## config.mk

```make
export PLATFORM = sky130hd
export DESIGN_NAME = serial_loaded_bank_mapper
export DESIGN_NICKNAME = d
export VERILOG_FILES = /design/src/hw/rtl/slbm_pkg.sv /design/src/hw/rtl/slbm_map.sv /design/src/hw/rtl/serial_loaded_bank_mapper.sv
export SDC_FILE = /design/constraint.sdc
export NUM_CORES = 1
export LEC_CHECK = 0
export ABC_AREA = 1
export BUFFER_PORTS_ARGS = -buffer_cell sky130_fd_sc_hd__buf_2
export CAP_MARGIN = 15
export CELL_PAD_IN_SITES_DETAIL_PLACEMENT = 1
export CELL_PAD_IN_SITES_GLOBAL_PLACEMENT = 1
export CORE_AREA = 2 2 116 118
export DETAILED_ROUTE_END_ITERATION = 10
export DIE_AREA = 0 0 118 120
export GPL_ROUTABILITY_DRIVEN = 0
export PLACE_DENSITY_LB_ADDON = 0.12
export SYNTH_ARGS = -nofsm -noshare
export SYNTH_HDL_FRONTEND = slang
export SYNTH_SLANG_ARGS = --single-unit
export TNS_END_PERCENT = 50
```

## constraint.sdc

```tcl
create_clock -name clk -period 2.4 [get_ports clk]
set_input_delay 0 -clock clk [delete_from_list [all_inputs] [get_ports clk]]
set_output_delay 0 -clock clk [all_outputs]
set_load 0.005 [all_outputs]
```

## src/hw/rtl/slbm_pkg.sv

```systemverilog
// Shared types and constants for the serial loaded bank mapper.
// No dependencies; used by slbm_map and serial_loaded_bank_mapper.
package slbm_pkg;

  localparam int unsigned ADDR_W  = 16;
  localparam int unsigned DATA_W  = 8;
  localparam int unsigned MADDR_W = 19;
  localparam int unsigned PADDR_W = 4;

  localparam logic [ADDR_W-1:0] COMMON_TOP = 16'h4020;
  localparam logic [ADDR_W-1:0] RAM_BASE   = 16'h6000;
  localparam logic [ADDR_W-1:0] ROM_BASE   = 16'h8000;

  localparam logic [2:0] LOAD_BITS = 3'd5;

  localparam logic [1:0] PRG_FIX_FIRST = 2'd2;
  localparam logic [1:0] PRG_FIX_LAST  = 2'd3;

  typedef enum logic [1:0] {
    MODE_CPU_RD = 2'd0,
    MODE_CPU_WR = 2'd1,
    MODE_PPU_RD = 2'd2,
    MODE_PPU_WR = 2'd3
  } mode_t;

  typedef enum logic [2:0] {
    TGT_NONE    = 3'd0,
    TGT_COMMON  = 3'd1,
    TGT_PRG_RAM = 3'd2,
    TGT_PRG_ROM = 3'd3,
    TGT_CHR     = 3'd4
  } target_t;

  // Register picked by CPU address bits 14:13 on the fifth serial bit.
  typedef enum logic [1:0] {
    SEL_CONTROL = 2'd0,
    SEL_CHR0    = 2'd1,
    SEL_CHR1    = 2'd2,
    SEL_PRG     = 2'd3
  } load_sel_t;

  // Configuration register index (paddr[3:2]).
  typedef enum logic [1:0] {
    REG_PRG_RAM_PRESENT = 2'd0,
    REG_LAST_PRG_BANK   = 2'd1,
    REG_CHR_ROM_BANKS   = 2'd2,
    REG_CHR_BANK_MASK   = 2'd3
  } reg_index_t;

  typedef struct packed {
    logic       prg_ram_present;
    logic [4:0] last_prg_bank;
    logic [4:0] chr_rom_banks;
    logic [4:0] chr_bank_mask;
  } cfg_t;

  localparam cfg_t CFG_RESET = '{
    prg_ram_present: 1'b1,
    last_prg_bank:   5'd7,
    chr_rom_banks:   5'd1,
    chr_bank_mask:   5'd31
  };

  typedef struct packed {
    logic [4:0] shift_value;
    logic [2:0] bit_count;
    logic [1:0] prg_bank_mode;
    logic       chr_bank_mode;
    logic [4:0] chr_low_bank;
    logic [4:0] chr_high_bank;
    logic [3:0] prg_bank;
    logic [1:0] mirror_mode;
  } bank_state_t;

  localparam bank_state_t STATE_RESET = '{
    shift_value:   5'd0,
    bit_count:     3'd0,
    prg_bank_mode: PRG_FIX_LAST,
    chr_bank_mode: 1'b0,
    chr_low_bank:  5'd0,
    chr_high_bank: 5'd0,
    prg_bank:      4'd0,
    mirror_mode:   2'd0
  };

  typedef struct packed {
    logic [DATA_W-1:0] write_data;
    logic [ADDR_W-1:0] address;
    mode_t             mode;
  } access_t;

  typedef struct packed {
    logic [1:0]         mirroring;
    logic               write_enable;
    logic [MADDR_W-1:0] mem_address;
    target_t            target;
  } result_t;

endpackage

```

## src/hw/rtl/slbm_map.sv

```systemverilog
// Combinational address map and serial register update for one access.
// Depends on slbm_pkg.
module slbm_map (
  input  slbm_pkg::access_t     acc,
  input  slbm_pkg::cfg_t        cfg,
  input  slbm_pkg::bank_state_t st,
  output slbm_pkg::bank_state_t st_next,
  output slbm_pkg::result_t     res
);
  import slbm_pkg::*;

  logic [MADDR_W-1:0] prg_rom_addr;
  bank_state_t        load_next;
  logic [4:0]         shift_acc;
  logic [2:0]         count_inc;
  logic [12:0]        ppu_addr;
  logic [4:0]         chr_bank;
  logic [ADDR_W-1:0]  a;

  assign a        = acc.address;
  assign ppu_addr = acc.address[12:0];
  assign chr_bank = ppu_addr[12] ? st.chr_high_bank : st.chr_low_bank;

  // PRG ROM banking; a[14] marks the 0xC000 half here.
  always_comb begin
    if (!st.prg_bank_mode[1]) begin
      prg_rom_addr = {1'b0, st.prg_bank[3:1], a[14:0]};
    end else if (st.prg_bank_mode == PRG_FIX_FIRST) begin
      prg_rom_addr = a[14] ? {1'b0, st.prg_bank, a[13:0]} : {5'b0, a[13:0]};
    end else begin
      prg_rom_addr = a[14] ? {cfg.last_prg_bank, a[13:0]} : {1'b0, st.prg_bank, a[13:0]};
    end
  end

  // Serial load, LSB first.
  always_comb begin
    shift_acc = st.shift_value | (5'({4'b0, acc.write_data[0]}) << st.bit_count);
    count_inc = st.bit_count + 3'd1;
    load_next = st;
    if (acc.write_data[7]) begin
      load_next.shift_value   = '0;
      load_next.bit_count     = '0;
      load_next.prg_bank_mode = PRG_FIX_LAST;
    end else if (count_inc == LOAD_BITS) begin
      unique case (load_sel_t'(a[14:13]))
        SEL_CONTROL: begin
          load_next.mirror_mode   = shift_acc[1:0];
          load_next.prg_bank_mode = shift_acc[3:2];
          load_next.chr_bank_mode = shift_acc[4];
        end
        SEL_CHR0: load_next.chr_low_bank  = shift_acc;
        SEL_CHR1: load_next.chr_high_bank = shift_acc;
        SEL_PRG:  load_next.prg_bank      = shift_acc[3:0];
      endcase
      load_next.shift_value = '0;
      load_next.bit_count   = '0;
    end else begin
      load_next.shift_value = shift_acc;
      load_next.bit_count   = count_inc;
    end
  end

  always_comb begin
    st_next          = st;
    res.target       = TGT_NONE;
    res.mem_address  = '0;
    res.write_enable = 1'b0;
    unique case (acc.mode)
      MODE_CPU_RD, MODE_CPU_WR: begin
        if (a < COMMON_TOP) begin
          res.target       = TGT_COMMON;
          res.mem_address  = {3'b0, a};
          res.write_enable = (acc.mode == MODE_CPU_WR);
        end else if (a < RAM_BASE) begin
          res.target = TGT_NONE;
        end else if (a < ROM_BASE) begin
          if (cfg.prg_ram_present) begin
            res.target       = TGT_PRG_RAM;
            res.mem_address  = {6'b0, a[12:0]};
            res.write_enable = (acc.mode == MODE_CPU_WR);
          end
        end else if (acc.mode == MODE_CPU_WR) begin
          st_next = load_next;
        end else begin
          res.target      = TGT_PRG_ROM;
          res.mem_address = prg_rom_addr;
        end
      end
      MODE_PPU_RD: begin
        res.target = TGT_CHR;
        if (!st.chr_bank_mode) begin
          res.mem_address = (cfg.chr_rom_banks < 5'd2) ? {6'b0, ppu_addr}
                                                       : {2'b0, st.chr_low_bank[4:1], ppu_addr};
        end else begin
          res.mem_address = {2'b0, chr_bank & cfg.chr_bank_mask, ppu_addr[11:0]};
        end
      end
      MODE_PPU_WR: begin
        // CHR RAM only; writes to CHR ROM are dropped.
        if (cfg.chr_rom_banks == 5'd0) begin
          res.target       = TGT_CHR;
          res.write_enable = 1'b1;
          res.mem_address  = st.chr_bank_mode ? {6'b0, chr_bank[0], ppu_addr[11:0]}
                                              : {6'b0, ppu_addr};
        end
      end
    endcase
    res.mirroring = st_next.mirror_mode;
  end

endmodule

```

## src/hw/rtl/serial_loaded_bank_mapper.sv

```systemverilog
// Top level of the serial loaded bank mapper: stream channels, APB config.
// Depends on slbm_pkg and slbm_map.
//
// Usage:
//   Slave stream takes one bus access per transfer: s_tuser = access mode,
//   s_tdata = address and write byte. Master stream returns one result per
//   access: target memory, byte address in it, write enable, mirroring.
//   Results come out in access order, exactly one per access.
// Path: input register, then result register (m_tvalid); the result transfer
//   can follow at the next edge. Throughput: one access per cycle while the
//   result stage drains (m_tready high or m_tvalid low); the map and the serial
//   register update are a single combinational pass between the two registers,
//   so back-to-back accesses see each other's bank updates.
// Stalls: while m_tready is low the result holds; the input register keeps
//   one more access, after which s_tready drops. No transfer is lost.
// Reset (rst, synchronous): both stages empty, bank state back to PRG mode 3
//   with all banks 0, config registers back to their defaults.
// Config: APB writes at paddr 0/4/8/12, no wait states (pready tied high).
//   Write only while no access is in flight.
module serial_loaded_bank_mapper (
  input  logic                          clk,
  input  logic                          rst,
  // s_tdata: [15:0] address, [23:16] write_data
  input  logic                          s_tvalid,
  output logic                          s_tready,
  input  logic [23:0]                   s_tdata,
  // s_tuser: [1:0] mode
  input  logic [1:0]                    s_tuser,
  // m_tdata: [2:0] target, [21:3] mem_address, [22] write_enable,
  //          [24:23] mirroring, [31:25] zero
  output logic                          m_tvalid,
  input  logic                          m_tready,
  output logic [31:0]                   m_tdata,
  input  logic                          psel,
  input  logic                          penable,
  input  logic                          pwrite,
  input  logic [slbm_pkg::PADDR_W-1:0]  paddr,
  input  logic [31:0]                   pwdata,
  output logic [31:0]                   prdata,
  output logic                          pready
);
  import slbm_pkg::*;

  cfg_t        cfg;
  bank_state_t st;
  bank_state_t st_next;
  access_t     in_acc;
  logic        in_valid;
  result_t     res;
  result_t     out_res;
  logic        out_free;
  logic        advance;
  logic        cfg_wr;
  reg_index_t  reg_idx;

  // ---- config port ----
  assign pready  = 1'b1;
  assign cfg_wr  = psel & penable & pwrite & pready;
  assign reg_idx = reg_index_t'(paddr[3:2]);

  always_ff @(posedge clk) begin
    if (rst) begin
      cfg <= CFG_RESET;
    end else if (cfg_wr) begin
      unique case (reg_idx)
        REG_PRG_RAM_PRESENT: cfg.prg_ram_present <= pwdata[0];
        REG_LAST_PRG_BANK:   cfg.last_prg_bank   <= pwdata[4:0];
        REG_CHR_ROM_BANKS:   cfg.chr_rom_banks   <= pwdata[4:0];
        REG_CHR_BANK_MASK:   cfg.chr_bank_mask   <= pwdata[4:0];
      endcase
    end
  end

  always_comb begin
    unique case (reg_idx)
      REG_PRG_RAM_PRESENT: prdata = {31'b0, cfg.prg_ram_present};
      REG_LAST_PRG_BANK:   prdata = {27'b0, cfg.last_prg_bank};
      REG_CHR_ROM_BANKS:   prdata = {27'b0, cfg.chr_rom_banks};
      REG_CHR_BANK_MASK:   prdata = {27'b0, cfg.chr_bank_mask};
    endcase
  end

  // ---- handshake ----
  // The access in the input register moves on when the result register
  // is empty or being drained this cycle.
  assign out_free = !m_tvalid || m_tready;
  assign advance  = in_valid && out_free;
  assign s_tready = !in_valid || advance;

  always_ff @(posedge clk) begin
    if (rst) begin
      in_valid <= 1'b0;
    end else if (s_tready) begin
      in_valid <= s_tvalid;
    end
  end

  always_ff @(posedge clk) begin
    if (s_tvalid && s_tready) begin
      in_acc.mode       <= mode_t'(s_tuser);
      in_acc.address    <= s_tdata[15:0];
      in_acc.write_data <= s_tdata[23:16];
    end
  end

  // ---- map and bank state ----
  slbm_map u_map (
    .acc     (in_acc),
    .cfg     (cfg),
    .st      (st),
    .st_next (st_next),
    .res     (res)
  );

  // Bank state commits only when the access leaves the input register.
  always_ff @(posedge clk) begin
    if (rst) begin
      st <= STATE_RESET;
    end else if (advance) begin
      st <= st_next;
    end
  end

  // ---- result register ----
  always_ff @(posedge clk) begin
    if (rst) begin
      m_tvalid <= 1'b0;
    end else if (out_free) begin
      m_tvalid <= in_valid;
    end
  end

  always_ff @(posedge clk) begin
    if (advance) begin
      out_res <= res;
    end
  end

  assign m_tdata = {7'b0, out_res};

endmodule

```

==> impl_metrics.env, run 1 <==
export IMPL_yosys_warnings=0
export IMPL_finalCriticalPeriod_ps=1820
export IMPL_postRouteAntennaNets=0
export IMPL_drive_above_1_share_pct=14.6
export IMPL_synth_top_cell_area_share_pct=28.8
export IMPL_required_ps=2610
export IMPL_cts_tree="built"
export IMPL_fin_crit_sh_pct=75.7
export IMPL_max_stage_delay_ps=550
export IMPL_htreeDepth=3
export IMPL_die_h_um=120
export IMPL_place_ws_ps=602
export IMPL_ir_worst_vdd_mv=0.349
export IMPL_synth_ff_type="edfxtp_1"
export IMPL_seq_power_share_pct=49.0
export IMPL_cts_root_buf="clkbuf_16"
export IMPL_crit_buf_inv=1
export IMPL_power_density_nw_per_um2=615
export IMPL_place_area_um2=5110
export IMPL_hold_viol_final=0
export IMPL_synth_common_cells="154 x nand2_1, 65 x nor2_1, 62 x inv_1, 53 x nand3_1, 47 x o21ai_0"
export IMPL_worstSetupStartpointType="flip-flop"
export IMPL_timing_setup_tns_ps=0
export IMPL_yosysSeqAreaShare_pct=47.9
export IMPL_max_slew_margin_rel_pct=46.9
export IMPL_dp_cells=843
export IMPL_clock_sinks=90
export IMPL_comb_power_share_pct=11.0
export IMPL_syn_inst=610
export IMPL_arrival_ps=2030
export IMPL_cp_slowest_cell="edfxtp_1"
export IMPL_fin_skew_ps=9.94
export IMPL_async_flop_share_pct=0
export IMPL_grt_ovfl_total=0
export IMPL_cpMostUsedCell="nand2_1"
export IMPL_antenna_found_initial=0
export IMPL_dieArea_um2=14200
export IMPL_drtPass1Iterations=4
export IMPL_pwr_share_clk_pct=40.0
export IMPL_grt_pass1_wl_mm=21.3
export IMPL_fmax_mhz=550
export IMPL_cp_end_kind="flip-flop"
export IMPL_hold_class="in2reg"
export IMPL_leakage_nw=2.66
export IMPL_die_w_um=118
export IMPL_worst_pin_slew_ps=796
export IMPL_cp_top_family="flip-flops"
export IMPL_cp_max_fo=12
export IMPL_initial_core_util_pct=36.2
export IMPL_rows=42
export IMPL_setup_slack_ps=582
export IMPL_cap_violations=0
export IMPL_yosysMostFrequentCell="nand2_1"
export IMPL_drt_iter0_drc=138
export IMPL_post_drt_wl_per_cell_um=14.7
export IMPL_io_buffers=65
export IMPL_p_switching_mw=0.847
export IMPL_ys_seq_elements=90
export IMPL_status="finished, final reports clean"
export IMPL_track_usage_pct=19.1
export IMPL_clk_pin_slew_worst_paths_ps=60
export IMPL_first_global_vias=4328
export IMPL_vias_per_cell=4.80
export IMPL_grt_max_degree=30
export IMPL_fin_area_um2=5690
export IMPL_drc=0
export IMPL_post_cts_buffers=0
export IMPL_synth_area_top_cells="edfxtp_1 29%, dfxtp_1 19%, nand2_1 12%, nand3_1 5.6%, buf_4 5.6%"
export IMPL_fill_cells=1662
export IMPL_num_antenna_cells=0
export IMPL_synth_top_area_cell="edfxtp_1"
export IMPL_fp_coreArea_um2=13000
export IMPL_avgSynthCellArea_um2=7.70
export IMPL_synth_distinct_cells=29
export IMPL_final_nets=777
export IMPL_drv_slew=0
export IMPL_vias=4256
export IMPL_synth_edf_count=45
export IMPL_clock_latency_ps=350
export IMPL_syn_area_um2=4700
export IMPL_setup_viol=0
export IMPL_dp_hpwl_mm=9.37
export IMPL_clk_path_buf_depth=2
export IMPL_p_sw_share_pct=24.2
export IMPL_area_delta_synth_final_pct=21.1
export IMPL_cts_buffers=9
export IMPL_drt_total_wl_mm=13.1
export IMPL_cp_cell_sequence="inv_1 -> o21ai_2 -> nand3_1 -> nand2_1 -> nand2_1 -> nand2_1"
export IMPL_io_pins=136
export IMPL_instances_no_fill=887
export IMPL_path_class="reg2reg"
export IMPL_rsz0062_at_grt="no"
export IMPL_internal_power_mw=2.65
[power groups by stage]
stage	clock network [mW]	logic, mW	registers (mW)
floorplan	0	0.249	1.74
global placement	0	0.338	1.75
detailed placement	0	0.349	1.75
CTS	1.44	0.386	1.72
global route	1.49	0.433	1.72
finish	1.40	0.384	1.72
[state kept, by name, indices dropped and copies added, names as in the netlist]
signal    cells
st           27
m_tdata      25
in_acc       20
cfg          16
in_valid      1
m_tvalid      1
[worst paths after layout]
check / start / end / slack, ps / cells past startpoint
setup / recovery: in_acc[16] / m_tdata[13] / 580 / 6
hold reg to reg: st[24] / st[24] / 460 / 2
hold / removal: paddr[2] / cfg[15] / 30 / 5
setup reg to reg: in_acc[16] / m_tdata[13] / 580 / 6
[placed cells by master (no fill, tap or decap), drive strengths merged]
| cell | n |
|---|---|
| o221ai | 2 |
| clkinv | 1 |
| dfxtp | 45 |
| nor2 | 69 |
| inv | 67 |
| a21oi | 28 |
| conb | 35 |
| xor2 | 1 |
| nand4 | 3 |
| ha | 2 |
| a22oi | 1 |
| nor3 | 16 |
| a31oi | 1 |
| buf | 76 |
| nand3 | 57 |
| o211ai | 9 |
| edfxtp | 45 |
| o21ai | 48 |
| dlygate4sd3 | 28 |
| nand2 | 156 |
| clkbuf | 15 |
| o21bai | 6 |
[stage by stage]
step | hold WS (ps) | utilization [%] | power, mW
2_1_floorplan | 69.1 | - | 1.99
3_3_place_gp | 177 | 39.4 | 2.08
3_5_place_dp | 180 | 39.4 | 2.10
4_1_cts | 23.6 | 43.8 | 3.54
5_1_grt | 55.2 | 43.8 | 3.65
6_report | 32.9 | 43.8 | 3.50
[worst min-delay path, cell delays in order]
cell	delay, ps
buf_2	110
nor2_1	70
nand2_1	60
nand2_1	40
nand3_1	60
[routing by layer]
layer | vias to the layer above | GRT usage, % | wire [µm]
met5 | - | 0 | 0
met4 | 0 | 8.36 | 256
met3 | 16 | 2.66 | 321
met2 | 68 | 33.0 | 6360
met1 | 2055 | 23.9 | 6130
li1 | 2117 | - | -
[cell families after synthesis]
group                    share of synthesized area [%]
AND/OR/NAND/NOR                                   27.4
flip-flops                                        47.9
adder cells (fa/ha/maj)                          0.533
XOR/XNOR                                         0.187
other                                            0.160
buffers and inverters                             12.5
AO/OA/AOI/OAI                                     11.2
[layout make-up]
| cell class | instances | area (µm²) | area share, % |
|---|---|---|---|
| inverters | 67 | 251 | 4.42 |
| clock buffers | 15 | 290 | 5.10 |
| well taps | 176 | 220 | 3.87 |
| clock inverters | 1 | 5.00 | 0.0880 |
| flip-flops and latches | 90 | 2250 | 39.6 |
| repair buffers | 104 | 688 | 12.1 |
| multi-input cells | 434 | 1980 | 34.8 |
[what timing repair did]
action                     in CTS  in global routing
hold endpoints to repair       39                  0
gates resized for setup         0                  0
setup endpoints to repair       0                  0
hold buffers                   28                  0
Note: power is estimated with default switching activity, not from simulation.
==> inputs of run 2 (changes only) <==
--- a/config.mk
+++ b/config.mk
@@ -5,14 +5,14 @@
 export SDC_FILE = /design/constraint.sdc
 export NUM_CORES = 1
 export LEC_CHECK = 0
-export ABC_AREA = 1
+export ABC_AREA = 0
 export BUFFER_PORTS_ARGS = -buffer_cell sky130_fd_sc_hd__buf_2
 export CAP_MARGIN = 15
 export CELL_PAD_IN_SITES_DETAIL_PLACEMENT = 1
 export CELL_PAD_IN_SITES_GLOBAL_PLACEMENT = 1
-export CORE_AREA = 2 2 116 118
+export CORE_AREA = 2 2 109 111
 export DETAILED_ROUTE_END_ITERATION = 10
-export DIE_AREA = 0 0 118 120
+export DIE_AREA = 0 0 111 113
 export GPL_ROUTABILITY_DRIVEN = 0
 export PLACE_DENSITY_LB_ADDON = 0.12
 export SYNTH_ARGS = -nofsm -noshare
==> constraint.sdc (replaced) <==
create_clock -name clk -period 1.81 [get_ports clk]
set_input_delay 0 -clock clk [delete_from_list [all_inputs] [get_ports clk]]
set_output_delay 0 -clock clk [all_outputs]
set_load 0.005 [all_outputs]
==> impl_metrics.env, run 2 <==
export IMPL_status="finished, final reports clean"
export IMPL_setup_viol=0
export IMPL_io_buffers=65
export IMPL_postRouteAntennaNets=0
export IMPL_cp_end_kind="flip-flop"
export IMPL_num_antenna_cells=0
export IMPL_synth_ff_type="edfxtp_1"
export IMPL_async_flop_share_pct=0
export IMPL_synth_edf_count=45
export IMPL_cts_root_buf="clkbuf_16"
export IMPL_post_drt_wl_per_cell_um=16.0
export IMPL_fill_cells=1248
export IMPL_comb_power_share_pct=8.9
export IMPL_worst_pin_slew_ps=873
export IMPL_syn_inst=394
export IMPL_htreeDepth=3
export IMPL_synth_area_top_cells="edfxtp_1 31%, dfxtp_1 21%, buf_4 6.0%, mux2i_1 5.3%, nand2b_1 3.7%"
export IMPL_track_usage_pct=17.0
export IMPL_worstHoldStart="rst"
export IMPL_layout_cells_most_common="buf_2"
export IMPL_dp_cells=609
export IMPL_r2r_cells=4
export IMPL_timing_setup_tns_ps=0
export IMPL_yosys_warnings=0
export IMPL_area_delta_synth_final_pct=24.1
export IMPL_largest_reg_flops=27
export IMPL_max_slew_margin_rel_pct=41.8
export IMPL_cts_tree="built"
export IMPL_dieArea_um2=12500
export IMPL_grt_max_degree=30
export IMPL_regMostFlops="st"
export IMPL_vias=3184
export IMPL_rsz0062_at_grt="no"
export IMPL_synth_distinct_cells=64
export IMPL_hold_viol_final=0
export IMPL_p_switching_mw=1.02
export IMPL_hold_class="in2reg"
export IMPL_grt_pass1_wl_mm=16.7
export IMPL_drt_total_wl_mm=10.4
export IMPL_drive_above_1_share_pct=26.1
export IMPL_cp_max_fo=5
export IMPL_rows=39
export IMPL_rr_startpoint="cfg[7]"
export IMPL_cts_buffers=9
export IMPL_worstSetupStartpointType="flip-flop"
export IMPL_min_to="st[22]"
export IMPL_clock_latency_ps=340
export IMPL_r2r_end="m_tdata[17]"
export IMPL_pwr_share_clk_pct=41.0
export IMPL_antenna_found_initial=0
export IMPL_synth_top_area_cell="edfxtp_1"
export IMPL_path_class="reg2reg"
export IMPL_final_nets=575
export IMPL_finalCriticalPeriod_ps=1690
export IMPL_dp_hpwl_mm=7.65
export IMPL_ys_seq_elements=90
export IMPL_instances_no_fill=652
export IMPL_fin_skew_ps=8.10
export IMPL_drtPass1Iterations=4
export IMPL_leakage_nw=2.25
export IMPL_grt_ovfl_total=0
export IMPL_min_path_cells=2
export IMPL_fp_coreArea_um2=11300
export IMPL_vias_per_cell=4.88
export IMPL_drt_iter0_drc=97
export IMPL_drc=0
export IMPL_synth_common_cells="45 x dfxtp_1, 45 x edfxtp_1, 35 x buf_4, 26 x nand2b_1, 23 x mux2i_1"
export IMPL_synth_top_cell_area_share_pct=30.9
export IMPL_place_area_um2=4860
export IMPL_cap_violations=0
export IMPL_initial_core_util_pct=38.8
export IMPL_drv_slew=0
export IMPL_fin_crit_sh_pct=93.1
export IMPL_syn_area_um2=4370
export IMPL_first_global_vias=3270
export IMPL_fmax_mhz=593
export IMPL_final_cell_mix="65 x buf_2, 45 x edfxtp_1, 43 x dfxtp_1"
export IMPL_fin_area_um2=5430
export IMPL_yosysSeqAreaShare_pct=51.5
export IMPL_die_h_um=113
export IMPL_seq_power_share_pct=50.1
export IMPL_clk_path_buf_depth=2
export IMPL_avgSynthCellArea_um2=11.1
export IMPL_internal_power_mw=3.46
export IMPL_power_density_nw_per_um2=826
export IMPL_arrival_ps=1780
export IMPL_setup_slack_ps=125
export IMPL_clk_pin_slew_worst_paths_ps=60
export IMPL_io_pins=136
export IMPL_die_w_um=111
export IMPL_r2r_slack_ps=120
export IMPL_clock_sinks=90
export IMPL_place_ws_ps=74.0
export IMPL_ir_worst_vdd_mv=0.455
export IMPL_p_sw_share_pct=22.7
export IMPL_required_ps=1900
==> run 2: what timing repair did <==
item | CTS | global route
gates resized for setup | 0 | 3
endpoints found under the setup margin | 0 | 7
hold buffers | 26 | 0
setup buffers | 0 | 1
endpoints found under the hold margin | 36 | 0
==> run 2: metrics by stage <==
step	util (%)	hold WS, ps	power [mW]
2_1_floorplan	-	98.9	2.54
3_3_place_gp	43.2	177	2.63
3_5_place_dp	43.2	178	2.64
4_1_cts	48.0	84.6	4.55
5_1_grt	48.1	118	4.65
6_report	48.1	106	4.48
==> run 2: cell type report <==
| cell class | instances | area [µm²] | area share (%) |
|---|---|---|---|
| sequential | 90 | 2250 | 41.5 |
| multi-input combinational | 274 | 1870 | 34.5 |
| timing repair buffer | 116 | 786 | 14.5 |
| clock buffer | 10 | 229 | 4.22 |
| tap | 143 | 179 | 3.30 |
| clock inverter | 6 | 57.6 | 1.06 |
| inverter | 13 | 48.8 | 0.899 |
==> run 2: power groups by stage <==
stage          Combinational, mW  Clock, mW  Sequential (mW)
2_1_floorplan              0.255          0             2.29
3_3_place_gp               0.345          0             2.29
3_5_place_dp               0.354          0             2.29
4_1_cts                    0.399       1.91             2.24
5_1_grt                    0.439       1.97             2.25
6_report                   0.398       1.84             2.24
==> run 2: metal layers <==
| layer | vias to the layer above | routed length, µm | GRT usage [%] | share of wire, % |
|---|---|---|---|---|
| li1 | 1567 | - | - | - |
| met1 | 1535 | 4810 | 21.2 | 46 |
| met2 | 69 | 5010 | 28.9 | 48 |
| met3 | 13 | 389 | 3.16 | 3.7 |
| met4 | 0 | 221 | 7.83 | 2.1 |
| met5 | - | 0 | 0 | 0 |
==> run 2: cells by family after synthesis <==
group	count (synthesis)	synth area share (%)
multiplexers	31	7.58
AND/OR/NAND/NOR	135	19.4
other	2	0.172
adder cells (fa/ha/maj)	2	0.572
flip-flops	90	51.5
AO/OA/AOI/OAI	70	11.6
XOR/XNOR	1	0.372
buffers and inverters	63	8.76
==> run 2: worst max-delay path by stage <==
stage | start | endpoint | slack, ps | cells after the start
global placement | st[20] | m_tdata[23] | 130 | 4
CTS | st[20] | m_tdata[23] | 70 | 4
detailed placement | st[20] | m_tdata[23] | 70 | 4
floorplan | in_acc[15] | m_tdata[10] | 100 | 6
global route | st[19] | st[19] | 20 | 6
finish | cfg[7] | m_tdata[17] | 120 | 4
==> run 2: worst max-delay path, stage by stage, from the launching register on <==
cell,delay (ps)
dfxtp_1,320
or4_4,580
nand3_1,110
a31oi_1,90
a311o_1,330
